**src/rtl/sgns_pkg.sv**
```systemverilog
`default_nettype none
// ----------------------------------------------------------------------------
// sgns_pkg: shared types and constants for the skip-gram update block
// Table geometry, fixed-point widths, opcodes, controller states, the
// controller/datapath command and status words and the sigmoid lookup table.
// ----------------------------------------------------------------------------
package sgns_pkg;

	localparam int NUM_WORDS   = 4096;
	localparam int DIM         = 50;
	localparam int ROW_W       = $clog2(NUM_WORDS);
	localparam int TABLE_WORDS = NUM_WORDS * DIM;
	localparam int ADDR_W      = $clog2(TABLE_WORDS);
	localparam int EL_W        = (DIM > 1) ? $clog2(DIM) : 1;

	localparam int WORD_IN_W = 12;
	localparam int ELEM_IN_W = 6;
	localparam int W_W       = 32;
	localparam int LR_W      = 24;
	localparam int PROB_W    = 17;
	localparam int ERR_W     = 18;
	localparam int G_W       = 26;
	localparam int TERM_W    = 40;
	localparam int ACC_W     = TERM_W + $clog2(DIM) + 1;
	localparam int DELTA_W   = 34;

	localparam logic [LR_W-1:0] LR_RESET = 24'd83886;

	localparam int SIG_ENTRIES = 1024;
	localparam int SIG_IX_W    = $clog2(SIG_ENTRIES);

	typedef enum logic [1:0] {
		OP_TRAIN  = 2'd0,
		OP_WR_IN  = 2'd1,
		OP_WR_OUT = 2'd2,
		OP_READ   = 2'd3
	} op_t;

	typedef enum logic [3:0] {
		ST_IDLE,
		ST_DOT,
		ST_DOT_WAIT,
		ST_SCORE,
		ST_SIG,
		ST_GAIN,
		ST_UPD,
		ST_UPD_WAIT,
		ST_WRITE,
		ST_READ,
		ST_RESULT
	} state_t;

	typedef struct packed {
		logic            load;
		logic            rd_en;
		logic            dot;
		logic            upd;
		logic            use_item_el;
		logic [EL_W-1:0] elem;
		logic            score_en;
		logic            sig_en;
		logic            gain_en;
		logic            wr_en;
		logic            result_en;
	} cmd_t;

	typedef struct packed {
		logic busy;
		logic out_free;
	} stat_t;

	typedef logic [PROB_W-1:0] sig_rom_t [SIG_ENTRIES];

	// restoring long division, used only while building the table
	function automatic logic [63:0] udiv64(input logic [63:0] n, input logic [63:0] dv);
		logic [63:0] q;
		logic [64:0] r;
		q = '0;
		r = '0;
		for (int b = 63; b >= 0; b--) begin
			r = {r[63:0], n[b]};
			if (r >= {1'b0, dv}) begin
				r    = r - {1'b0, dv};
				q[b] = 1'b1;
			end
		end
		return q;
	endfunction

	// sigmoid((i-512)/64) in Q0.16, built from successive powers of e^(-1/64)
	function automatic sig_rom_t build_sig_rom();
		sig_rom_t                 rom;
		logic [63:0]              t;
		logic [63:0]              d;
		logic [63:0]              q;
		for (int i = 0; i < SIG_ENTRIES; i++) begin
			rom[i] = '0;
		end
		t = 64'd1 << 32;
		for (int k = 0; k <= 512; k++) begin
			d = (64'd1 << 32) + t;
			if (k < 512) begin
				q = udiv64((64'd1 << 48) + (d >> 1), d);
				rom[512 + k] = q[PROB_W-1:0];
			end
			if (k > 0) begin
				q = udiv64((t << 16) + (d >> 1), d);
				rom[512 - k] = q[PROB_W-1:0];
			end
			t = (t * 64'd4228380000 + (64'd1 << 31)) >> 32;
		end
		return rom;
	endfunction

	localparam sig_rom_t SIG_ROM = build_sig_rom();

endpackage
`default_nettype wire

```
**src/rtl/sgns_ctrl.sv**
```systemverilog
`default_nettype none
// ----------------------------------------------------------------------------
// sgns_ctrl: sequencer for the skip-gram update block
// Walks one item through dot pass, sigmoid, gain, update pass and result,
// or through a single table access, issuing commands to the datapath.
// ----------------------------------------------------------------------------
module sgns_ctrl
	import sgns_pkg::*;
(
	input  wire logic       clk,
	input  wire logic       arst_n,
	input  wire logic       in_valid,
	output      logic       in_ready,
	input  wire logic [1:0] opcode,
	input  wire stat_t      stat,
	output      cmd_t       cmd
);

	state_t          state_q;
	state_t          state_nxt;
	logic [EL_W-1:0] elem_q;
	logic            last_el;

	assign last_el = (elem_q == EL_W'(DIM - 1));

	// state register and element counter
	always_ff @(posedge clk or negedge arst_n) begin
		if (!arst_n) begin
			state_q <= ST_IDLE;
			elem_q  <= '0;
		end else begin
			state_q <= state_nxt;
			if ((state_q == ST_DOT) || (state_q == ST_UPD)) begin
				elem_q <= last_el ? '0 : elem_q + 1'b1;
			end else begin
				elem_q <= '0;
			end
		end
	end

	// next state
	always_comb begin
		state_nxt = state_q;
		case (state_q)
			ST_IDLE: begin
				if (in_valid) begin
					case (op_t'(opcode))
						OP_TRAIN:  state_nxt = ST_DOT;
						OP_WR_IN:  state_nxt = ST_WRITE;
						OP_WR_OUT: state_nxt = ST_WRITE;
						OP_READ:   state_nxt = ST_READ;
						default:   state_nxt = ST_IDLE;
					endcase
				end
			end
			ST_DOT:      if (last_el) state_nxt = ST_DOT_WAIT;
			ST_DOT_WAIT: if (!stat.busy) state_nxt = ST_SCORE;
			ST_SCORE:    state_nxt = ST_SIG;
			ST_SIG:      state_nxt = ST_GAIN;
			ST_GAIN:     state_nxt = ST_UPD;
			ST_UPD:      if (last_el) state_nxt = ST_UPD_WAIT;
			ST_UPD_WAIT: if (!stat.busy) state_nxt = ST_RESULT;
			ST_WRITE:    state_nxt = ST_RESULT;
			ST_READ:     state_nxt = ST_RESULT;
			ST_RESULT:   if (stat.out_free) state_nxt = ST_IDLE;
			default:     state_nxt = ST_IDLE;
		endcase
	end

	// command outputs
	always_comb begin
		cmd      = '0;
		cmd.elem = elem_q;
		in_ready = 1'b0;
		case (state_q)
			ST_IDLE: begin
				in_ready = 1'b1;
				cmd.load = in_valid;
			end
			ST_DOT: begin
				cmd.rd_en = 1'b1;
				cmd.dot   = 1'b1;
			end
			ST_SCORE: cmd.score_en = 1'b1;
			ST_SIG:   cmd.sig_en = 1'b1;
			ST_GAIN:  cmd.gain_en = 1'b1;
			ST_UPD: begin
				cmd.rd_en = 1'b1;
				cmd.upd   = 1'b1;
			end
			ST_WRITE: begin
				cmd.wr_en       = 1'b1;
				cmd.use_item_el = 1'b1;
			end
			ST_READ: begin
				cmd.rd_en       = 1'b1;
				cmd.use_item_el = 1'b1;
			end
			ST_RESULT: cmd.result_en = stat.out_free;
			default: ;
		endcase
	end

endmodule
`default_nettype wire

```
**config.mk**
```make
export PLATFORM = sky130hd
export DESIGN_NAME = sgns_ctrl
export DESIGN_NICKNAME = d
export VERILOG_FILES = /design/src/rtl/sgns_pkg.sv /design/src/rtl/sgns_ctrl.sv
export SDC_FILE = /design/constraint.sdc
export NUM_CORES = 1
export LEC_CHECK = 0
export BUFFER_PORTS_ARGS = -buffer_cell sky130_fd_sc_hd__buf_4
export CORE_MARGIN = 8
export CORE_UTILIZATION = 42
export DETAILED_ROUTE_END_ITERATION = 8
export HOLD_SLACK_MARGIN = 0.03
export PLACE_DENSITY_LB_ADDON = 0.05
export RECOVER_POWER = 25
export SLEW_MARGIN = 25
export SYNTH_ARGS = -nofsm -noshare
export SYNTH_HDL_FRONTEND = slang
export SYNTH_SLANG_ARGS = --single-unit
```
**constraint.sdc**
```tcl
create_clock -name clk -period 3.01 [get_ports clk]
set_clock_uncertainty 0.2 [all_clocks]
set_input_delay 0.602 -clock clk [delete_from_list [all_inputs] [get_ports clk]]
set_output_delay 0.602 -clock clk [all_outputs]
set_load 0.01 [all_outputs]
```
==> impl_metrics.ini, run 1 <==
[clock_network]
cts_made_buffers = 3
ctsResizeCount = 0
cts.clk_slew.worst_paths_ns = 0.06
cts_tree = yes
root_buffer = clkbuf_4
ctsLongestPathBuffers = 2
insertion_delay_ns = 0.25
htreeDepth = 1
clkSinkCount = 10

[pwr]
p_leak_nw = 0.431
p_total_mw = 0.798
max-vdd-ir-drop_v = 0.000434
power.density_mw_per_mm2 = 875

[route]
routed_wl_mm = 1.59
met1Wirelength_um = 742
wl_per_cell_um = 14.1
wl_met2_um = 724
via_count = 608
drt_iter0_markers = 6
first_pass_iters = 2
drc = 0
routed.top_layer = met4
via_per_inst = 5.38
dr_wl_met3_um = 94
ant_nets = 0

[synth]
synth_top_flop_cell = dfrtp_1
syn_inst = 75
synthesis.area_sq_um = 721
ys_seq_area_frac = 0.347
yosysWarnings = 0
postSynth.asyncResetShare = 1.00
syn-num-nets = 85
synth_cell_type_count = 33
synth-edff-count = 0
synth-seq-cells = 10
avgSynthCellArea_sq_um = 9.61

[timing]
fin_crit_ns = 2.35
period_share = 0.780
maxSlewHeadroom = 0.620
rsz0062_at_grt = no
drv_slew = 0
tns_ns = 0
setup_viol = 0
hold_slack_ns = 0.329
max_freq_mhz = 426
worst_pin_slew_ns = 0.571
hold_viol_final = 0

[floorplanning]
die_x_um = 57.4
top_level_ports = 24
coreArea_sq_mm = 0.00167
die-area_sq_mm = 0.00330
rows = 15
start_util = 0.431
chipHeight_um = 57.4

[global_route]
grt-ovfl-total = 0
grt_pass1_vias = 642
track_usage = 0.105
grt_pass1_wl_mm = 2.76
grt_max_degree = 18
antenna_found_initial = 0

[worst_setup_path]
rr_endpoint = state_q[1]
end_kind = output port
critical_path_class = register to output port
cp-start-kind = register
critPathMaxFanout = 17
crit_required_ns = 2.21
reg2regPathDepth = 4
r2r-start = state_q[0]
arrival_ns = 1.55
rrSetupSlack_ns = 0.93

[placement]
port_buffers = 23
dp_hpwl_mm = 1.22
gp_congestion = 0.731
place_area_sq_um = 883

[final_layout]
seq_area_sq_um = 250
syn_to_final_growth_pct = 26.6
fin_area_sq_um = 912
drive_gt1_frac = 0.323
fill_cells = 156
antennaDiodeCount = 0
multi_input_area_sq_um = 420
nets = 108

[hold_path]
hp-class = register to register
hold_end = elem_q[0]
hold_depth = 1
holdCritStartpoint = elem_q[0]

[run]
drv_cap = 0

[run_status]
status = completed
==> critical path, cell delays in order, from the launching register on <==
cell      delay [ns]
dfrtp_1         0.70
and4bb_4        0.30
a21o_1          0.15
buf_4           0.14
==> cell type report <==
| class | count | area share |
|---|---|---|
| Tap cell | 17 | 0.0233 |
| Sequential cell | 10 | 0.274 |
| Clock buffer | 3 | 0.0247 |
| Multi-Input combinational cell | 54 | 0.461 |
| Timing Repair Buffer | 24 | 0.196 |
| Inverter | 5 | 0.0206 |
==> registers in the layout, indices dropped and copies added (netlist names) <==
name	flops
elem_q	6
state_q	4
==> layer usage <==
layer,vias up,GRT usage
met5,-,0
met1,283,0.117
li1,304,-
met4,0,0.0857
met3,2,0.0224
met2,19,0.169
==> how the worst max path moves through the flow <==
stage / from / endpoint / slack (ns)
6_report: state_q[0] / cmd[14] / 0.66
2_1_floorplan: state_q[1] / cmd[15] / 0.81
5_1_grt: state_q[0] / cmd[15] / 0.56
4_1_cts: state_q[0] / cmd[15] / 0.65
3_5_place_dp: state_q[0] / state_q[1] / 0.94
3_3_place_gp: state_q[0] / cmd[15] / 0.95
==> report_power, final <==
group	internal (mW)	total (mW)	switching (mW)
clock network	0.0458	0.0846	0.0388
logic	0.242	0.422	0.179
registers	0.167	0.292	0.125
==> logic make-up after synthesis <==
kind of cell	count (synthesis)	share of synthesized area
flip-flops	10	0.347
AND/OR/NAND/NOR	33	0.285
adder cells (fa/ha/maj)	3	0.0521
multiplexers	2	0.0365
buffers and inverters	11	0.0694
XOR/XNOR	5	0.0608
AO/OA/AOI/OAI	11	0.149
==> per-stage QoR <==
step,cells,setup slack (ns),utilization
floorplan,75,0.807,-
global placement,109,0.945,0.529
detailed placement,109,0.942,0.529
CTS,113,0.651,0.548
global route,113,0.558,0.546
finish,113,0.663,0.546
==> cells in the final DEF, fill, tap and decap left out <==
cell           count
and2_1             2
o311ai_4           1
nor4_1             1
dlygate4sd3_1      1
inv_2              1
a21oi_1            1
nor4b_1            1
nand2_1            3
a211oi_1           1
a31oi_1            1
inv_1              4
mux2_1             1
nand2b_1           2
clkbuf_4           3
o22ai_4            1
buf_4             22
a221oi_1           1
nor2_1            10
nand3_1            2
mux2_4             1
ha_1               3
o21ai_0            1
dfrtp_1           10
nor3_1             5
nor4b_4            1
a21o_1             2
clkbuf_1           1
o22ai_1            1
xor2_1             2
nor3b_1            2
and4bb_4           1
xnor2_1            3
nand4b_1           3
o21a_1             1
==> repair_timing <==
item                       in CTS  in global routing
hold endpoints to repair       10                  0
hold buffers                    1                  0
setup endpoints to repair       0                  0
buffers inserted                0                  0
==> Yosys cell counts, types with 2 or more instances <==
master,instances,area [sq um]
a21o_1,2,15.0
xor2_1,2,17.5
and2_1,2,12.5
xnor2_1,3,26.3
nor3b_1,2,15.0
nor3_1,5,25.0
nand4b_1,3,26.3
dfrtp_1,10,250
buf_4,2,15.0
nand2b_1,2,12.5
nor2_1,10,37.5
ha_1,3,37.5
nand2_1,3,11.3
clkbuf_1,3,11.3
nand3_1,2,10.0
inv_1,4,15.0
No activity file was read; power rests on OpenSTA's default activity.
==> run 2: changes to the inputs <==
Clock period 3.01 ns to 1.95 ns, I/O delays scaled along.
==> run 2 against run 1 <==
- the run now ends with setup timing left
- largest cell class unchanged
- die area did not move
- register-to-register slack worse by 0.87 ns
- non-clock buffer count grew 19
- worst setup slack got worse by 0.66 ns
- count of clock-buffer cells in the layout is 1 higher
- via count rose by 15%
- sequential power grew 23%
- first-iteration DRC count increased by 17%
- global-route usage grew 1.6 points
- clock power up 110%
- final cell count increased by 18%
- largest power group unchanged
- critical path depth rose by 1
==> impl_metrics.ini, run 2 (synthesis results as in run 1) <==
[worst_setup_path]
arrival_ns = 1.36
end_kind = output port
crit_chain = buf_4 > and4bb_4 > a21o_1 > buf_4
critical_path_class = register to output port
critPathMaxFanout = 4
crit_slowest_cell = dfrtp_2
cp-start-kind = register
cp_num_buf_inv = 2
cpMostUsedCell = buf_4
cp_num_cells = 4
startpoint = state_q[1]
reg2regPathDepth = 6
r2r-start = state_q[3]
max_stage_delay_ns = 0.42
crit_required_ns = 1.36
cp_top_family = flip-flops

[pwr]
seqPwrFrac = 0.207
pwr-share-comb = 0.689
p_leak_nw = 0.549
power.density_mw_per_mm2 = 1510
max-vdd-ir-drop_v = 0.000822
p_int_mw = 1.06
p_total_mw = 1.73
p_sw_frac = 0.387
switching_power_mw = 0.670
pwr-share-clk = 0.104

[final_layout]
reg_top3 = elem_q x6, state_q x4
drive_gt1_frac = 0.526
largest_reg_flops = 6
syn_to_final_growth_pct = 59.5
layout_common_cells = buf_4 (35), nor2_1 (10), dfrtp_1 (6)
nets = 127
top_register = elem_q
antennaDiodeCount = 0
layout_commonest_cell = buf_4

[placement]
gp_congestion = 0.853
port_buffers = 23
pre_cts_ws_ns = 0.145
dp_hpwl_mm = 1.33

[floorplanning]
chipHeight_um = 57.4
die_x_um = 57.4
die-area_sq_mm = 0.00330
coreArea_sq_mm = 0.00167
top_level_ports = 24
start_util = 0.431
rows = 15

[run_status]
status = complete, but fails checks
violations = setup timing

[route]
via_count = 697
routed_wl_mm = 1.94
ant_nets = 0
wl_per_cell_um = 14.6
drc = 0
drt_iter0_markers = 7
first_pass_iters = 3
via_per_inst = 5.24

[clock_network]
cts_tree = yes
cts_made_buffers = 3
cts.clk_slew.worst_paths_ns = 0.06
clkSinkCount = 10
root_buffer = clkbuf_4
insertion_delay_ns = 0.26
htreeDepth = 1
ctsLongestPathBuffers = 2

[timing]
hold_viol_final = 0
max_freq_mhz = 512
worst_pin_slew_ns = 0.529
fin_crit_ns = 1.95
setup_slack_ns = -0.00128
maxSlewHeadroom = 0.647
setup_viol = 1
period_share = 1.00
hold_slack_ns = 0.132
drv_slew = 0
rsz0062_at_grt = yes

[global_route]
grt_pass1_vias = 707
grt_busiest_layer = met2
grt.met2_usage = 0.206
antenna_found_initial = 0
grt_pass1_wl_mm = 3.12
grt-ovfl-total = 0
grt_use_met1 = 0.116
grt_use_met3 = 0.0471
grt_max_degree = 11
track_usage = 0.121

[run]
drv_cap = 0

[hold_path]
hold_depth = 2
holdCritStartpoint = stat[0]
hp-class = primary input to register
run 2: cell types whose count changed in the layout (fill, tap and decap cells not counted), sizes merged:
cell and delta:
buf +19, clkbuf +1
run 2: area by class of cell:
type	instances	area, sq um
Clock buffer	4	36.3
Fill cell	132	520
Inverter	5	18.8
Multi-Input combinational cell	54	465
Sequential cell	10	255
Tap cell	17	21.3
Timing Repair Buffer	43	353
run 2: metrics by stage:
step	instance area, sq um	setup TNS [ns]	util	cells
floorplan	727	0	-	75
finish	1150	-0.00128	0.688	133
global route	1150	-0.250	0.688	133
detailed placement	950	0	0.569	117
CTS	1080	-0.00886	0.646	128
global placement	950	0	0.569	117
run 2: worst reg2reg max path: stages (launching register included):
cell      delay [ns]
dfrtp_2         0.44
buf_4           0.16
buf_4           0.14
nor3_2          0.15
a31oi_1         0.09
o311ai_4        0.28
mux2_4          0.32
run 2: path summary, 6_finish.rpt:
| path | end | slack (ns) |
|---|---|---|
| min in group asynchronous | elem_q[0] | 0.42 |
| hold / removal | state_q[3] | 0.13 |
| max in group asynchronous | state_q[1] | 0.75 |
| hold reg to reg | elem_q[0] | 0.31 |
| setup / recovery | cmd[14] | -0.001 |
| setup reg to reg | state_q[1] | 0.06 |
run 2: power groups by stage:
stage,registers (mW),logic (mW),clock network (mW)
after floorplan,0.319,0.616,0
after global placement,0.381,0.851,0
after detailed placement,0.385,0.858,0
after CTS,0.371,1.02,0.187
after global routing,0.370,1.29,0.192
final,0.359,1.20,0.179
run 2: repair_timing:
| action | CTS | global route |
|---|---|---|
| hold buffers | 1 | 0 |
| hold endpoints to repair | 10 | 0 |
| pin swaps | 2 | 5 |
| gates resized for setup | 10 | 5 |
| setup endpoints to repair | 8 | 6 |
| setup buffers | 6 | 5 |
run 2: per-layer routing:
layer,wire length [um],up-vias
li1,-,349
met1,760,324
met2,1010,20
met3,126,4
met4,38,0
met5,0,-
==> run 3: changes to the inputs <==
Settings changed: ABC_AREA from default to 1, RECOVER_POWER 25 to 50.
==> run 3 against run 2 <==
- the flow now finishes without violations
- global-route usage is 1.0 points lower
- utilization is 12 points lower
- final cell count is 16% higher
- sequential power is 1% lower
- critical endpoint is now cmd[1]
- area after synthesis is 1.6% higher
- critical path type unchanged
- die area is 1.1% higher
- first-iteration DRC count is 140% higher
- register-to-register slack better by 0.19 ns
- combinational power is 41% lower
==> impl_metrics.ini, run 3 <==
[clock_network]
ctsLongestPathBuffers = 2
clkSinkCount = 10
cts_tree = yes
cts_made_buffers = 3
post_cts_buffers = 0
root_buffer = clkbuf_4
htreeDepth = 1
cts.clk_slew.worst_paths_ns = 0.06
insertion_delay_ns = 0.26

[placement]
post-place-cells = 149
port_buffers = 23
dp_hpwl_mm = 1.46
gp_congestion = 0.851

[run]
drv_cap = 0

[timing]
setup_viol = 0
tns_ns = 0
period_share = 0.943
max_freq_mhz = 544
drv_slew = 0
rsz0062_at_grt = no
worst_pin_slew_ns = 0.508
hold_viol_final = 0
fin_crit_ns = 1.84
maxSlewHeadroom = 0.662

[floorplanning]
coreArea_sq_mm = 0.00169
die_x_um = 57.7
start_util = 0.433
rows = 15
chipHeight_um = 57.7
die-area_sq_mm = 0.00333
top_level_ports = 24

[synth]
synthMuxAreaShare = 0
avgSynthCellArea_sq_um = 6.65
yosysWarnings = 0
yosys-top-cells-area = dfrtp_1 (34%), nand2_1 (15%), nor2_1 (9.2%), inv_1 (8.7%), nand3_1 (8.2%)
syn_inst = 110
yosys-top-cells-count = nand2_1 (29), nor2_1 (18), inv_1 (17)
synth_top_family_by_area = simple AND/OR/NAND/NOR gates
yosys.area_share.adder = 0.0513
yosys.area_share.simple = 0.453
synth_top_flop_cell = dfrtp_1
synth_cell_type_count = 16
synth_xor_area_frac = 0.0120
synth-edff-count = 0
syn-num-nets = 120
synth_top_cell_area_share = 0.342
synth-seq-cells = 10
yosysMostFrequentCell = nand2_1
postSynth.asyncResetShare = 1.00
ys_seq_area_frac = 0.342
synthesis.area_sq_um = 732
synth_top_area_cell = dfrtp_1
synth_compound_area_frac = 0.0137

[pwr]
power.density_mw_per_mm2 = 1300
seqPwrFrac = 0.285
switching_power_mw = 0.596
pwr-share-clk = 0.145
max-vdd-ir-drop_v = 0.000657
p_int_mw = 0.652
p_leak_nw = 0.544
p_sw_frac = 0.477
pwr-share-comb = 0.570

[run_status]
status = completed

[worst_setup_path]
critPathMaxFanout = 5
critical_path_class = register to output port
cp-start-kind = register
crit_required_ns = 1.36
arrival_ns = 1.25
end_kind = output port

[final_layout]
fill_cells = 186
seq_area_sq_um = 254
antennaDiodeCount = 0
drive_gt1_frac = 0.307
multi_input_area_sq_um = 400
nets = 148
largest_reg_flops = 6
reg_top3 = elem_q x6, state_q x4
layout_commonest_cell = nand2_1
layout_common_cells = nand2_1 (30), buf_4 (18), nor2_1 (16)
syn_to_final_growth_pct = 30.9
final_cells = 154
top_register = elem_q

[global_route]
grt_pass1_vias = 668
antenna_found_initial = 0
track_usage = 0.111
grt_pass1_wl_mm = 2.99
grt-ovfl-total = 0
grt_max_degree = 12

[route]
via_per_inst = 4.75
routed_wl_mm = 1.74
via_count = 731
ant_nets = 0
drc = 0
first_pass_iters = 4
drt_iter0_markers = 17
wl_per_cell_um = 11.3

[hold_path]
hp-class = primary input to register
[run 3: routing by layer]
| layer | GRT usage | vias to the layer above | wire length (um) | share of wire |
|---|---|---|---|---|
| met5 | 0 | - | 0 | 0 |
| met4 | 0.0385 | 0 | 10 | 0.0057 |
| met3 | 0.0508 | 2 | 130 | 0.075 |
| met2 | 0.161 | 13 | 843 | 0.48 |
| met1 | 0.141 | 323 | 758 | 0.44 |
| li1 | - | 393 | - | - |
[run 3: worst max-delay path, cell delays in order (launching register included)]
cell and delay, ns:
dfrtp_2 0.45, nor2_2 0.16, inv_2 0.08, nor3_1 0.14
buf_4 0.15
[run 3: logic make-up after synthesis]
kind of cell / after synthesis
AOI/OAI and AO/OA: 2
adders and majority gates: 3
and+or+nand+nor: 71
xor gates and xnor gates: 1
buffers and inverters: 23
DFF: 10
[run 3: area by class of cell]
cell class              count  area share
multi-input cells          77       0.418
well taps                  17      0.0222
repair buffers             24       0.171
flip-flops and latches     10       0.265
clock buffers               4      0.0379
inverters                  22      0.0862
[run 3: through the flow]
| stage | instance area [sq um] | hold WS, ns | util | setup slack (ns) | total power, mW |
|---|---|---|---|---|---|
| 5_1_grt | 958 | 0.251 | 0.567 | 0.00288 | 1.38 |
| 4_1_cts | 968 | 0.221 | 0.573 | 0.00713 | 1.25 |
| 6_report | 958 | 0.227 | 0.567 | 0.111 | 1.25 |
| 3_3_place_gp | 915 | 0.0246 | 0.541 | 0.296 | 1.04 |
| 3_5_place_dp | 915 | 0.0232 | 0.541 | 0.288 | 1.04 |
| 2_1_floorplan | 732 | -0.106 | - | 0.399 | 0.815 |
[run 3: worst paths after layout]
kind	from	to	slack, ns	cells past startpoint
max	state_q[0]	cmd[1]	0.11	4
min	stat[0]	state_q[3]	0.23	4
max reg2reg	elem_q[1]	state_q[0]	0.25	7
min reg2reg	elem_q[0]	elem_q[0]	0.37	1
max in group asynchronous	arst_n	state_q[0]	0.77	2
min in group asynchronous	arst_n	elem_q[4]	0.41	2
[run 3: power groups by stage]
| stage | clock (mW) | combinational [mW] | sequential [mW] |
|---|---|---|---|
| detailed placement | 0 | 0.697 | 0.345 |
| floorplan | 0 | 0.479 | 0.336 |
| finish | 0.181 | 0.711 | 0.355 |
| global placement | 0 | 0.698 | 0.342 |
| global route | 0.198 | 0.815 | 0.366 |
| CTS | 0.190 | 0.711 | 0.346 |
[run 3: repair_timing]
action / CTS / global route
hold buffers: 1 / 0
hold endpoints to repair: 10 / 0
cloned: 0 / 0
gates resized for setup: 2 / 7
endpoints found under the setup margin: 1 / 7
